$ cat src/design/lcd_pkg.sv
// ----------------------------------------------------------------------------
// lcd_pkg
// Shared types and constants for the LRU cache tag directory.
// ----------------------------------------------------------------------------
package lcd_pkg;

  localparam int unsigned KEY_W    = 64;
  localparam int unsigned OUT_IDX_W = 4;

  typedef enum logic {
    KIND_LOOKUP = 1'b0,
    KIND_FILL   = 1'b1
  } kind_t;

  typedef struct packed {
    kind_t            kind;
    logic [KEY_W-1:0] key;
  } in_t;

  typedef struct packed {
    logic                 hit;
    logic [OUT_IDX_W-1:0] line_index;
  } out_t;

  // Commands from the controller to the datapath.
  typedef struct packed {
    logic load;
    logic update;
  } cmd_t;

endpackage

$ cat src/design/lcd_ctrl.sv
// ----------------------------------------------------------------------------
// lcd_ctrl
// Controller: sequences each item through capture and directory update.
// ----------------------------------------------------------------------------
module lcd_ctrl (
  input  logic          clk,
  input  logic          rst_n,
  input  logic          start,
  output logic          busy,
  output logic          out_valid,
  output lcd_pkg::cmd_t cmd
);

  typedef enum logic {
    S_IDLE,
    S_UPD
  } state_t;

  state_t state_r, state_nxt;
  logic   busy_r, busy_nxt;
  logic   out_valid_r, out_valid_nxt;

  always_comb begin
    cmd.load      = start && !busy_r;
    cmd.update    = (state_r == S_UPD);
    state_nxt     = state_r;
    busy_nxt      = busy_r;
    out_valid_nxt = 1'b0;
    unique case (state_r)
      S_IDLE: begin
        if (cmd.load) begin
          state_nxt = S_UPD;
          busy_nxt  = 1'b1;
        end
      end
      S_UPD: begin
        // The result register is loaded at the end of this cycle.
        state_nxt     = S_IDLE;
        busy_nxt      = 1'b0;
        out_valid_nxt = 1'b1;
      end
      default: begin
        state_nxt = S_IDLE;
        busy_nxt  = 1'b0;
      end
    endcase
  end

  always_ff @(posedge clk) begin
    if (!rst_n) begin
      state_r     <= S_IDLE;
      busy_r      <= 1'b0;
      out_valid_r <= 1'b0;
    end else begin
      state_r     <= state_nxt;
      busy_r      <= busy_nxt;
      out_valid_r <= out_valid_nxt;
    end
  end

  assign busy      = busy_r;
  assign out_valid = out_valid_r;

endmodule

$ cat src/design/lcd_datapath.sv
// ----------------------------------------------------------------------------
// lcd_datapath
// Tag store, valid bits, recency list, parallel compare and promotion logic.
// ----------------------------------------------------------------------------
module lcd_datapath #(
  parameter int unsigned LINES    = 16,
  parameter int unsigned KEY_BITS = 64
) (
  input  logic          clk,
  input  logic          rst_n,
  input  lcd_pkg::cmd_t cmd,
  input  lcd_pkg::in_t  in_data,
  output lcd_pkg::out_t out_data
);

  localparam int unsigned IDX_W = $clog2(LINES);

  logic [KEY_BITS-1:0] key_mem_r [LINES];
  logic [LINES-1:0]    valid_r;
  logic [IDX_W-1:0]    order_r [LINES];
  logic [IDX_W-1:0]    order_nxt [LINES];

  lcd_pkg::kind_t      kind_r;
  logic [KEY_BITS-1:0] key_r;
  logic [LINES-1:0]    match_r, match_nxt;
  lcd_pkg::out_t       out_r, out_nxt;

  logic [IDX_W-1:0]           hit_idx;
  logic                       any_hit;
  logic                       is_fill;
  logic                       do_promote;
  logic [IDX_W-1:0]           line_sel;
  logic [LINES-1:0]           pos_hit;
  logic [LINES-1:0]           shift;
  logic [IDX_W+lcd_pkg::OUT_IDX_W-1:0] line_ext;

  // Compare the incoming key against every valid line while the store is stable.
  always_comb begin
    for (int i = 0; i < LINES; i++) begin
      match_nxt[i] = valid_r[i] && (key_mem_r[i] == in_data.key[KEY_BITS-1:0]);
    end
  end

  // Lowest matching line wins.
  always_comb begin
    hit_idx = '0;
    for (int i = LINES - 1; i >= 0; i--) begin
      if (match_r[i]) begin
        hit_idx = IDX_W'(i);
      end
    end
  end

  assign any_hit    = |match_r;
  assign is_fill    = (kind_r == lcd_pkg::KIND_FILL);
  assign do_promote = is_fill || any_hit;
  assign line_sel   = is_fill ? order_r[LINES-1] : hit_idx;

  // Positions at or above the promoted line shift down by one.
  always_comb begin
    for (int p = 0; p < LINES; p++) begin
      pos_hit[p] = (order_r[p] == line_sel);
    end
    for (int p = 0; p < LINES; p++) begin
      shift[p] = ((pos_hit >> p) != '0);
    end
    order_nxt[0] = line_sel;
    for (int p = 1; p < LINES; p++) begin
      order_nxt[p] = shift[p] ? order_r[p-1] : order_r[p];
    end
  end

  assign line_ext = {{lcd_pkg::OUT_IDX_W{1'b0}}, line_sel};

  always_comb begin
    out_nxt.hit        = !is_fill && any_hit;
    out_nxt.line_index = do_promote ? line_ext[lcd_pkg::OUT_IDX_W-1:0]
                                    : '0;
  end

  // Item capture and result payload carry no reset.
  always_ff @(posedge clk) begin
    if (cmd.load) begin
      kind_r  <= in_data.kind;
      key_r   <= in_data.key[KEY_BITS-1:0];
      match_r <= match_nxt;
    end
    if (cmd.update) begin
      out_r <= out_nxt;
      if (is_fill) begin
        key_mem_r[line_sel] <= key_r;
      end
    end
  end

  always_ff @(posedge clk) begin
    if (!rst_n) begin
      valid_r <= '0;
      for (int i = 0; i < LINES; i++) begin
        order_r[i] <= IDX_W'(i);
      end
    end else if (cmd.update) begin
      if (is_fill) begin
        valid_r[line_sel] <= 1'b1;
      end
      if (do_promote) begin
        order_r <= order_nxt;
      end
    end
  end

  assign out_data = out_r;

endmodule

$ cat src/design/lru_cache_tag_directory.sv
// ----------------------------------------------------------------------------
// lru_cache_tag_directory
// Fully associative tag directory with true LRU replacement.
// ----------------------------------------------------------------------------
// Usage:
//   An item (lookup or fill plus a key) is accepted at a clock edge where
//   start is high and busy is low. A lookup compares the low KEY_BITS of the
//   key against all valid lines; a hit promotes that line to most recently
//   used. A fill writes the key into the least recently used line, marks it
//   valid and promotes it.
//   The key compare runs at the accept edge. The next edge updates the
//   recency list and tag store and loads the result, so out_data is shown
//   with out_valid high for exactly one cycle.
//   busy is high for one cycle after each accept, so a new item cannot be
//   taken while the previous one updates the recency list and tag store.
//   Reset (synchronous, rst_n low) clears all valid bits and sets the
//   recency list to line 0 most recent down to line LINES-1 least recent.
//   Results cannot be stalled: out_valid is a single-cycle strobe.
// ----------------------------------------------------------------------------
module lru_cache_tag_directory #(
  parameter int unsigned LINES    = 16,
  parameter int unsigned KEY_BITS = 64
) (
  input  logic          clk,
  input  logic          rst_n,
  input  logic          start,
  output logic          busy,
  input  lcd_pkg::in_t  in_data,
  output logic          out_valid,
  output lcd_pkg::out_t out_data
);

  lcd_pkg::cmd_t cmd;

  lcd_ctrl u_ctrl (
    .clk       (clk),
    .rst_n     (rst_n),
    .start     (start),
    .busy      (busy),
    .out_valid (out_valid),
    .cmd       (cmd)
  );

  lcd_datapath #(
    .LINES    (LINES),
    .KEY_BITS (KEY_BITS)
  ) u_datapath (
    .clk      (clk),
    .rst_n    (rst_n),
    .cmd      (cmd),
    .in_data  (in_data),
    .out_data (out_data)
  );

  // Every accepted item is followed by the update state and then its result.
  a_accept_then_busy: assert property (@(posedge clk) disable iff (!rst_n)
    (start && !busy) |=> (busy && !out_valid))
    else $error("accepted item did not enter the update cycle");

  a_result_after_busy: assert property (@(posedge clk) disable iff (!rst_n)
    out_valid |-> ($past(busy) && !busy))
    else $error("result strobe without a preceding update cycle");

  a_single_strobe: assert property (@(posedge clk) disable iff (!rst_n)
    out_valid |=> !out_valid)
    else $error("result strobe lasted more than one cycle");

  a_busy_one_cycle: assert property (@(posedge clk) disable iff (!rst_n)
    busy |=> (!busy && out_valid))
    else $error("update cycle did not produce exactly one result");

endmodule
$ cat config.mk
export PLATFORM = sky130hd
export DESIGN_NAME = lru_cache_tag_directory
export DESIGN_NICKNAME = d
export VERILOG_FILES = /design/src/design/lcd_pkg.sv /design/src/design/lcd_ctrl.sv /design/src/design/lcd_datapath.sv /design/src/design/lru_cache_tag_directory.sv
export SDC_FILE = /design/constraint.sdc
export NUM_CORES = 2
export LEC_CHECK = 0
export BUFFER_PORTS_ARGS = -buffer_cell sky130_fd_sc_hd__buf_4
export CAP_MARGIN = 0
export CORE_ASPECT_RATIO = 0.5
export CORE_MARGIN = 5
export CORE_UTILIZATION = 50
export CTS_BUF_LIST = sky130_fd_sc_hd__clkbuf_16
export DETAILED_ROUTE_END_ITERATION = 7
export HOLD_SLACK_MARGIN = 0.1
export PLACE_DENSITY_LB_ADDON = 0.05
export SKIP_LAST_GASP = 1
export SLEW_MARGIN = 20
export SYNTH_ARGS = -nofsm -noshare
export SYNTH_HDL_FRONTEND = slang
export SYNTH_SLANG_ARGS = --single-unit
$ cat constraint.sdc
create_clock -name clk -period 6.5 [get_ports clk]
set_clock_uncertainty 0.1 [all_clocks]
set_input_delay 1.3 -clock clk [delete_from_list [all_inputs] [get_ports clk]]
set_output_delay 1.3 -clock clk [all_outputs]
set_load 0.02 [all_outputs]
; ---- Word level (Yosys, flattened, before mapping)
; Memories as Yosys holds them, arrays and structs flattened.
; Index checks and enable logic that the tools add are counted.
[classes]
magnitude_cmp = 2
eq_ne = 32
mux = 27
bitwise = 2
reduce_logical = 54
[ops]
columns = op, count
row1 = $eq A64 B64 Y1, 16
row2 = $reduce_bool A16 Y1, 14
row3 = $mux W4, 17
row4 = $eq A4 B4 Y1, 15
row5 = $reduce_and A3 Y1, 15
row6 = $logic_and A1 B1 Y1, 19
row7 = $or A16 B16 Y16, 1
row8 = $reduce_or A16 Y1, 1
row9 = $mux W1, 7
row10 = $lt A4 B5 Y1 const B, 1
row11 = $demux W1 S4, 1
row12 = $ge A4 B1 Y1 const B, 1
row13 = $pmux W1 S2, 2
row14 = $reduce_and A2 Y1, 2
row15 = $logic_not A1 Y1, 2
row16 = $ne A2 B2 Y1 const B, 1
row17 = $logic_or A1 B1 Y1, 1
row18 = $not A1 Y1, 1
[totals]
reg_bits = 169
ramBits = 1024
inputBits = 68
out_inout_bits = 7
word_cells = 143
mem_count = 1
[memory_table]
columns = name, depth, word_bits, read_ports, rd_clocked_by_memory_dff, wr, line_no
row1 = u_datapath.key_mem_r, 16, 64, 16, 0, 1, lcd_datapath.sv:18  ; logic [KEY_BITS-1:0] key_mem_r [LINES];

; ---- Longest topological paths before layout
[logic_depth]
ltp_word = 22
ltp_mapped = 14

; ---- Cells and area by module
; Synthesis repeated with hierarchy kept, for this count alone.
[unflattened]
hier_cells = 3356
hier_area_um2 = 50000.5
[modules_own_cells]
columns = mod, instances, cells_each, area_each_um2, seq_area_each_um2
row1 = lcd_datapath, 1, 3347, 49887.8, 34933.5
row2 = lcd_ctrl, 1, 9, 112.6, 60.1

; ---- Worst setup path before layout
; No wires, ideal clock.
[synth_timing]
path_type = input port to flip-flop
start = in start
end = reg u_datapath.kind_r (netlist: u_datapath.is_fill), enable pin
t_arrival_ps = 4861
required_time_ps = 5870
path_slack_ps = 1009
path_stages = 1
cell_sequence = nor2b_1
[synth_between]
elab_chain_cells = 1
[synth_rtl]
columns = item, line_no
row1 = "start, declared", lru_cache_tag_directory.sv:26  ; input logic start,
row2 = $logic_and A1 B1 Y1, lcd_ctrl.sv:24  ; cmd.load = start && !busy_r;
row3 = "end signal, assigned", lcd_datapath.sv:84  ; kind_r <= in_data.kind;
row4 = "end, declared", lcd_datapath.sv:23  ; lcd_pkg::kind_t kind_r;
; Every way passes these cells.
; A chain may end at the register's enable or synchronous reset.

; ---- Worst setup path after layout
[layout_timing]
start = reg u_datapath.kind_r (netlist: u_datapath.is_fill)
end = mem u_datapath.key_mem_r[9][15], enable pin
[layout_between]
elab_chain_cells = 3
elab_cells_between_ends = 4
classes_between = mux (4)
[layout_rtl]
columns = item, line_no
row1 = $mux W1, lcd_datapath.sv:90  ; if (is_fill) begin
row2 = $mux W1, lcd_datapath.sv:88  ; if (cmd.update) begin
row3 = $mux W1 (not written as such), lcd_datapath.sv:91  ; key_mem_r[line_sel] <= key_r;
row4 = "end, declared", lcd_datapath.sv:18
; Parallel ways exist; a longest one is shown, timed or not.

==> metrics.cfg <==
[clock_tree]
cts_tree=done
clk_pin_slew_ns=0.07
cts_resized=0
htreeDepth=3
cts_hold_buffers=0
clock-root-buffer=clkbuf_16
cts_buffer_depth=3
insertion_delay_ns=0.74
clock-sinks=1193
cts_buffers=105
postCtsSetupRepairBufs=0

[setup_path]
timing.rr.start=u_datapath.is_fill$_DFFE_PP_
arrival_ns=5.32
startpoint_type=flip-flop
cp_max_fo=28
end_kind=flip-flop
rrSetupSlack_ns=1.45
reg2reg_depth=8
worstSetupPathType=reg2reg
timing.rr.end=u_datapath.key_mem_r[9][15]$_DFFE_PP_
startpoint=u_datapath.is_fill$_DFFE_PP_
critical_path_required_ns=6.78

[floorplan]
die_h_um=233
initial_core_util_pct=50.7
rows=81
die_w_um=457
die_area_sq_um=107000
ios=75
core_sq_um=98300

[timing]
rsz0062_at_grt=false
hold_violations=0
finalSetupTns_ns=0
setup_violations=0
fmax_mhz=198
period_needed_ns=5.05
fin_crit_sh_pct=77.7
max_slew_margin_pct=9.49
slew_viol_final=0
tightest_slew_ns=1.35

[flow_run]
cap_violations=0

[global_routing]
overflow=0
grt_util_met1_pct=54.1
antenna_found_initial=35
busiest_layer=met2
met2_usage_pct=54.9
grt_usage_pct=38.3
grt_pass1_wl_um=272000
grt_start_max_net_pins=66
grt_pass1_vias=30100
use_met3_pct=13.8

[routing]
via_count=33600
first_pass_iters=8
routed_wirelength_um=207000
viasPerCell=6.80
drc=3
drt-initial-drc-count=6697
route.antenna.remaining_nets=0
wire_per_inst_um=41.9

[placed_design]
dp_hpwl_um=127000
port-buffer-count=74
finalWeightedCongestion=1.01

[run_status]
status=finished, violations left
failed_checks=DRC

[logic_synthesis]
ys.flop_type=edfxtp_1
yosys.area.top_type=edfxtp_1
syn_area_sq_um=49900
synth_area_leaders=edfxtp_1 (67%), xor2_1 (7.1%), xnor2_1 (6.8%), dfxtp_1 (3.3%), nor4_1 (1.8%)
synthesis.instances=3340
async_flop_share_pct=0
ys_seq_area_share_pct=70.2
syn_nets=3408
synth_top_area_share_pct=66.8
ys_types=90
synth_enable_flop_cells=1110
synth_warnings=0
avgSynthCellArea_sq_um=14.9
ys_ff_latch=1193

[pwr]
vdd_ir_drop_max_uv=198
p_per_area_nw_per_um2=292
power_leakage_nw=18.3

[finish]
mostFrequentLayoutCells=edfxtp_1 (1110), xor2_1 (402), xnor2_1 (385)
final_util_pct=57.2
layout_commonest_cell=edfxtp_1
final.fill_count=7807
syn_to_final_growth_pct=12.8
drive_above_1_share_pct=12.0
fin_nets=3567

[min_path]
worstHoldStart=u_datapath.key_r[51]$_DFFE_PP_
holdPathStages=0
hold_path_class=reg2reg
hold_end=u_datapath.key_mem_r[12][51]$_DFFE_PP_

[report_power, final]
part           switching [mW]  internal [mW]
clock                    2.97           3.48
sequential             0.0994           8.48
combinational            1.05          0.344
total                    4.11           12.3
[flip-flops by register name, indices dropped and copies added (netlist names)]
signal                count
u_datapath.key_mem_r   1024
u_datapath.order_r       64
u_ctrl.busy               1
u_ctrl.out_valid          1
u_datapath.match_r       16
u_datapath.valid_r       16
u_datapath.is_fill        1
u_ctrl.state_r            1
u_datapath.out_data       5
u_datapath.key_r         64
[worst max-delay path by stage]
stage,endpoint,slack [ns],cells past startpoint
floorplan,u_datapath.is_fill$_DFFE_PP_,1.01,1
global placement,u_datapath.match_r[9]$_DFFE_PP_,0.26,8
detailed placement,u_datapath.key_mem_r[9][60]$_DFFE_PP_,1.52,8
CTS,u_datapath.key_mem_r[9][12]$_DFFE_PP_,1.52,8
global route,u_datapath.order_r[36]$_SDFFE_PN0P_,1.17,10
finish,u_datapath.key_mem_r[9][15]$_DFFE_PP_,1.45,8
[critical path: stages (launching register included)]
cell and delay, ns:
edfxtp_1 0.63, or3_4 0.43, a2111o_1 0.38, a21o_1 0.18, and3_1 0.43, clkinv_1 0.45, nand2_1 0.45, nor2_4 1.02
buf_4 0.53
[synthesized netlist by cell type, types with 4 or more instances]
master / n
o22ai_1: 90
nor4_1: 140
nor3_1: 38
o211ai_1: 10
nand2_1: 82
clkbuf_1: 118
a41oi_1: 4
a221o_1: 5
a222oi_1: 9
inv_1: 125
edfxtp_1: 1110
o2111ai_1: 8
or3_1: 11
nand3_1: 69
o21a_1: 5
and3_1: 8
nor2b_1: 5
a21boi_0: 5
dfxtp_1: 83
a2bb2oi_1: 6
nand2b_1: 5
a21oi_1: 30
buf_1: 31
a21o_1: 7
clkinv_1: 6
xor2_1: 402
a211oi_1: 7
o21ai_0: 43
o2bb2ai_1: 33
nor2_1: 99
a211o_1: 5
mux2i_1: 29
a31oi_1: 4
buf_2: 5
a22oi_1: 30
o221ai_1: 14
nor3b_1: 5
a22o_1: 11
xnor2_1: 385
nand4_1: 126
a221oi_1: 57
[per-stage QoR]
stage | setup WS, ns | hold slack (ns) | power [mW] | std cells | cell area [sq um]
3_3_place_gp | 0.263 | 0.336 | 10.1 | 4713 | 52700
4_1_cts | 1.52 | 0.352 | 16.3 | 4914 | 56200
6_report | 1.45 | 0.353 | 16.4 | 4939 | 56300
3_5_place_dp | 1.52 | 0.334 | 10.1 | 4719 | 52800
2_1_floorplan | 1.01 | 0.334 | 9.34 | 3340 | 49900
5_1_grt | 1.17 | 0.372 | 16.7 | 4921 | 56200
[layer usage]
layer / vias to the layer above / part of all wire, %
met3: 438 / 16
li1: 13000 / -
met2: 2913 / 42
met4: 6 / 4.1
met5: - / 0.016
met1: 17300 / 38
[cell type report]
class                           instances  area (sq um)  share of cell area, %
Multi-Input combinational cell       1856         14000                   24.8
Timing Repair Buffer                  210          1670                   2.97
Inverter                              133           502                  0.892
Tap cell                             1328          1660                   2.95
Clock buffer                          106          2650                   4.71
Sequential cell                      1193         35000                   62.2
Antenna cell                           24          60.1                  0.107
Clock inverter                         89           754                   1.34
[cells by family after synthesis]
logic type / after synthesis / share of synthesized area [%]
XOR/XNOR: 787 / 13.8
multiplexers: 31 / 0.627
AND/OR/NAND/NOR: 620 / 6.80
AO/OA/AOI/OAI: 418 / 6.31
buffers and inverters: 291 / 2.26
flip-flops: 1193 / 70.2
No activity file was read; power rests on OpenSTA's default activity.
